### config.mk
export PLATFORM = sky130hd
export DESIGN_NAME = mos_cell
export DESIGN_NICKNAME = d
export VERILOG_FILES = /design/src/rtl/core/mos_pkg.sv /design/src/rtl/core/mos_cell.sv
export SDC_FILE = /design/constraint.sdc
export NUM_CORES = 1
export LEC_CHECK = 0
export ABC_AREA = 1
export BUFFER_PORTS_ARGS = -buffer_cell sky130_fd_sc_hd__buf_4
export CAP_MARGIN = 0
export CORE_ASPECT_RATIO = 0.75
export CORE_MARGIN = 3
export CORE_UTILIZATION = 40
export CTS_CLUSTER_DIAMETER = 200
export CTS_CLUSTER_SIZE = 8
export DETAILED_ROUTE_END_ITERATION = 12
export PLACE_DENSITY = 0.8
export SLEW_MARGIN = 0
export SYNTH_ARGS = -nofsm -noshare
export SYNTH_HDL_FRONTEND = slang
export SYNTH_SLANG_ARGS = --single-unit
export TNS_END_PERCENT = 50
### constraint.sdc
create_clock -name clk -period 2.38 [get_ports clk]
set_input_delay 0.357 -clock clk [delete_from_list [all_inputs] [get_ports clk]]
set_output_delay 0.357 -clock clk [all_outputs]
set_load 0.02 [all_outputs]
### src/rtl/core/mos_pkg.sv
`timescale 1ns / 1ps

package mos_pkg;

  // Field widths and default depth
  localparam int SAMPLE_W      = 32;
  localparam int RESULT_W      = 33;
  localparam int DEPTH_DEFAULT = 64;

  // Controller states
  typedef enum logic [0:0] {
    ST_INSERT,
    ST_SEEK
  } state_t;

  // Command broadcast to every cell of the chain
  typedef struct packed {
    logic                       insert;
    logic                       shift_down;
    logic signed [SAMPLE_W-1:0] sample;
  } cell_ctrl_t;

endpackage

### src/rtl/core/mos_cell.sv
`timescale 1ns / 1ps

// One compare-and-shift cell of the sorted chain.
module mos_cell (
  input  logic                                clk,
  input  mos_pkg::cell_ctrl_t                 ctrl,
  input  logic                                here_valid,
  input  logic                                left_shift,
  input  logic signed [mos_pkg::SAMPLE_W-1:0] left_value,
  input  logic signed [mos_pkg::SAMPLE_W-1:0] right_value,
  output logic signed [mos_pkg::SAMPLE_W-1:0] value,
  output logic                                shift
);

  // Held value moves up when the new sample sorts below it
  assign shift = here_valid && (value > ctrl.sample);

  // Insert: a moving or empty cell takes its left neighbor if that one moves,
  // else the sample. Readout: the whole chain moves toward cell zero.
  always_ff @(posedge clk) begin
    if (ctrl.shift_down) begin
      value <= right_value;
    end else if (ctrl.insert && (shift || !here_valid)) begin
      value <= left_shift ? left_value : ctrl.sample;
    end
  end

endmodule

==> impl_metrics.ini <==
[run_status]
result_of_the_run = finished with violations
violations = negative setup slack

[power_and_ir_drop]
report.power.total_mw = 1.90
combinationalPowerShare_pct = 39.5
vdd_drop_max_mv = 0.257
share_seq_of_total_power_pct = 38.8
netSwitchingPower_mw = 0.622
power.internal_mw = 1.27
total_leakage_power_nw = 1.93
switching_share_pct = 32.8
proportion_of_power_drawn_by_the_clock_network_pct = 21.7
power_per_cell_area_nw_per_um2 = 485

[floorplanning]
starting_utilization_of_the_core_area_pct = 42.5
dieArea_sq_um = 7360
boundaryPins = 134
row_count = 24
die_w_um = 98.0
die_h_um = 75.0
core_region_area_sq_um = 5980

[route]
drc = 0
first_iter_violations = 68
dr_total_vias = 2537
avgViaCountPerCell = 4.94
detail_route.wl_per_cell_um = 14.1
finalWirelength_um = 7250
drt_pre_antenna_iters = 4
ant_nets = 0

[hold_path]
hold_path.startpoint = right_value[26]
hold-path-endpoint = value[26]
min_delay_path_depth = 2
holdCritPathClass = in2reg

[sta]
timing_max_transition_violations_final = 0
hold_ws_ns = 0.336
grt_setup_unrepaired = yes
setup_total_negative_slack_ns = -3.85
timing.final.crit_period_ns = 2.55
finalCritPeriodShare_pct = 107
transition_time_of_the_tightest_slew_check_pin_ns = 0.561
finalClockSkew_ns = 0.00734
finalHoldViolations = 0
worst_slack_ns = -0.170
max_freq_mhz = 392
worst_relative_slew_slack_pct = 62.6
setup_viol_count_final = 33

[clocking]
cts_tree = yes
cts-buffers-inserted = 5
clk_pin_slew_ns = 0.07
htree_levels = 2
max-clock-path-buffers = 2
numClockSinks = 32
cts_root_buffer = clkbuf_8
count_of_hold_buffers_inserted_by_post_cts_repair = 0
clock_insertion_delay_worst_skew_ns = 0.29

[layout]
final_cells = 514
finish.net_count = 568
biggest_registers_after_layout = value (32)
regMostFlops = value
final_layout_size_suffix_gt1_share_pct = 40.4
final_cell_area_excluding_filler_cells_sq_um = 3910
fillerInstances = 534
final_common_cell = buf_4
final_cell_mix = buf_4, nand2_1, inv_1
layout.core_utilization_pct = 65.4
antenna_diode_count = 0
largest_register_ff_count = 32
area_delta_synth_final_pct = 53.8

[setup_path]
worst-r2r-cell-count = 13
critical-path-slowest-cell = edfxtp_1
setup.reg_to_reg.worst_slack_ns = -0.13
critical_path_arrival_ns = 2.19
worst-setup-path-type = reg2out
crit_cells = 10
worstSetupEndpointType = output pin
regToRegStartpoint = value[27]
start_kind = register
worstPathCellList = ha_1, nand2_1, nor2_2, nand2_2, nor4_4, nand2_1, nand3_2, nand3_2, nor2_2, buf_6
crit_buf_inv = 1
critical_path_peak_fanout = 2
reg2reg_capture_point = value[20]
max_stage_delay_ns = 0.42
data_required_time_of_the_worst_path_ns = 2.02
cp_top_family = simple AND/OR/NAND/NOR gates

[placement]
dpl.cell_count = 495
place_hpwl_um = 5780
dpl-instance-area_sq_um = 3640
io_port_bufs = 133
pre_cts_ws_ns = -0.00476
gp_congestion = 0.804

[grt]
first_global_vias = 2389
globalRouteTotalUtil_pct = 18.7
grt_start_max_net_pins = 63
grt_first_pass_wirelength_um = 11000
globalRouteOverflowTotal = 0
grt_antenna_before_repair = 0

[job]
cap_violations = 0

[yosys]
synth_area_per_cell_sq_um = 8.64
postSynthCellCount = 294
synth_area_sq_um = 2540
yosys_register_bits = 32
synth_seq_area_share_pct = 37.8
synth.net_count = 427
yosys_warnings = 0
distinct_cell_type_count_of_the_synthesized_netlist = 23
## how the worst max path moves through the flow
stage | from | to
final | value[27] | shift
after global routing | value[27] | shift
after global placement | ctrl[31] | value[17]
after detailed placement | ctrl[31] | value[15]
after floorplan | value[31] | value[0]
after CTS | value[31] | shift
## metal layers
| layer | global-route usage (%) | vias to the layer above | part of all wire (%) |
|---|---|---|---|
| li1 | - | 1300 | - |
| met1 | 23.2 | 1133 | 43 |
| met2 | 32.6 | 95 | 47 |
| met3 | 5.28 | 9 | 8.5 |
| met4 | 5.38 | 0 | 1.0 |
| met5 | 0 | - | 0 |
## synthesized netlist by cell type
master	instances	area, sq um
nand3_2	1	10.0
a21oi_2	1	8.76
ha_1	32	400
o21a_1	30	225
nand4_1	3	18.8
o21a_2	1	8.76
nor2_1	10	37.5
inv_2	1	3.75
buf_4	1	7.51
buf_2	1	5.00
clkbuf_1	11	41.3
nor2_2	2	12.5
nand2_1	66	248
inv_1	42	158
a21o_1	1	7.51
nor4_4	1	21.3
nand3_1	3	15.0
o21ai_0	2	10.0
a21oi_1	19	95.1
clkinv_1	1	3.75
edfxtp_1	32	961
nand2_2	4	25.0
o211ai_1	29	218
## logic make-up after synthesis
kind of cell / Yosys count / share of synthesized area (%)
and+or+nand+nor: 90 / 15.3
adders and majority gates: 32 / 15.8
AOI/OAI and AO/OA: 83 / 22.6
DFF: 32 / 37.8
buffers and inverters: 57 / 8.62
## power groups by stage
stage	clock network (mW)	logic, mW	registers (mW)
6_report	0.412	0.748	0.736
5_1_grt	0.442	0.825	0.742
4_1_cts	0.417	0.690	0.736
3_5_place_dp	0	0.681	0.747
3_3_place_gp	0	0.663	0.744
2_1_floorplan	0	0.296	0.816
## cell type report
| type | count | area, sq um | share of cell area [%] |
|---|---|---|---|
| Multi-Input combinational cell | 205 | 1430 | 36.5 |
| Timing Repair Buffer | 147 | 1170 | 30.1 |
| Sequential cell | 32 | 961 | 24.6 |
| Inverter | 44 | 165 | 4.23 |
| Tap cell | 78 | 97.6 | 2.50 |
| Clock buffer | 5 | 68.8 | 1.76 |
| Clock inverter | 3 | 13.8 | 0.352 |
## what timing repair did
action / 4_1_cts / 5_1_grt
cloned: 0 / 3
endpoints found under the setup margin: 1 / 33
pin swaps: 2 / 13
gates resized for setup: 1 / 13
buffers inserted: 1 / 7
Note: power is estimated with default switching activity, not from simulation.
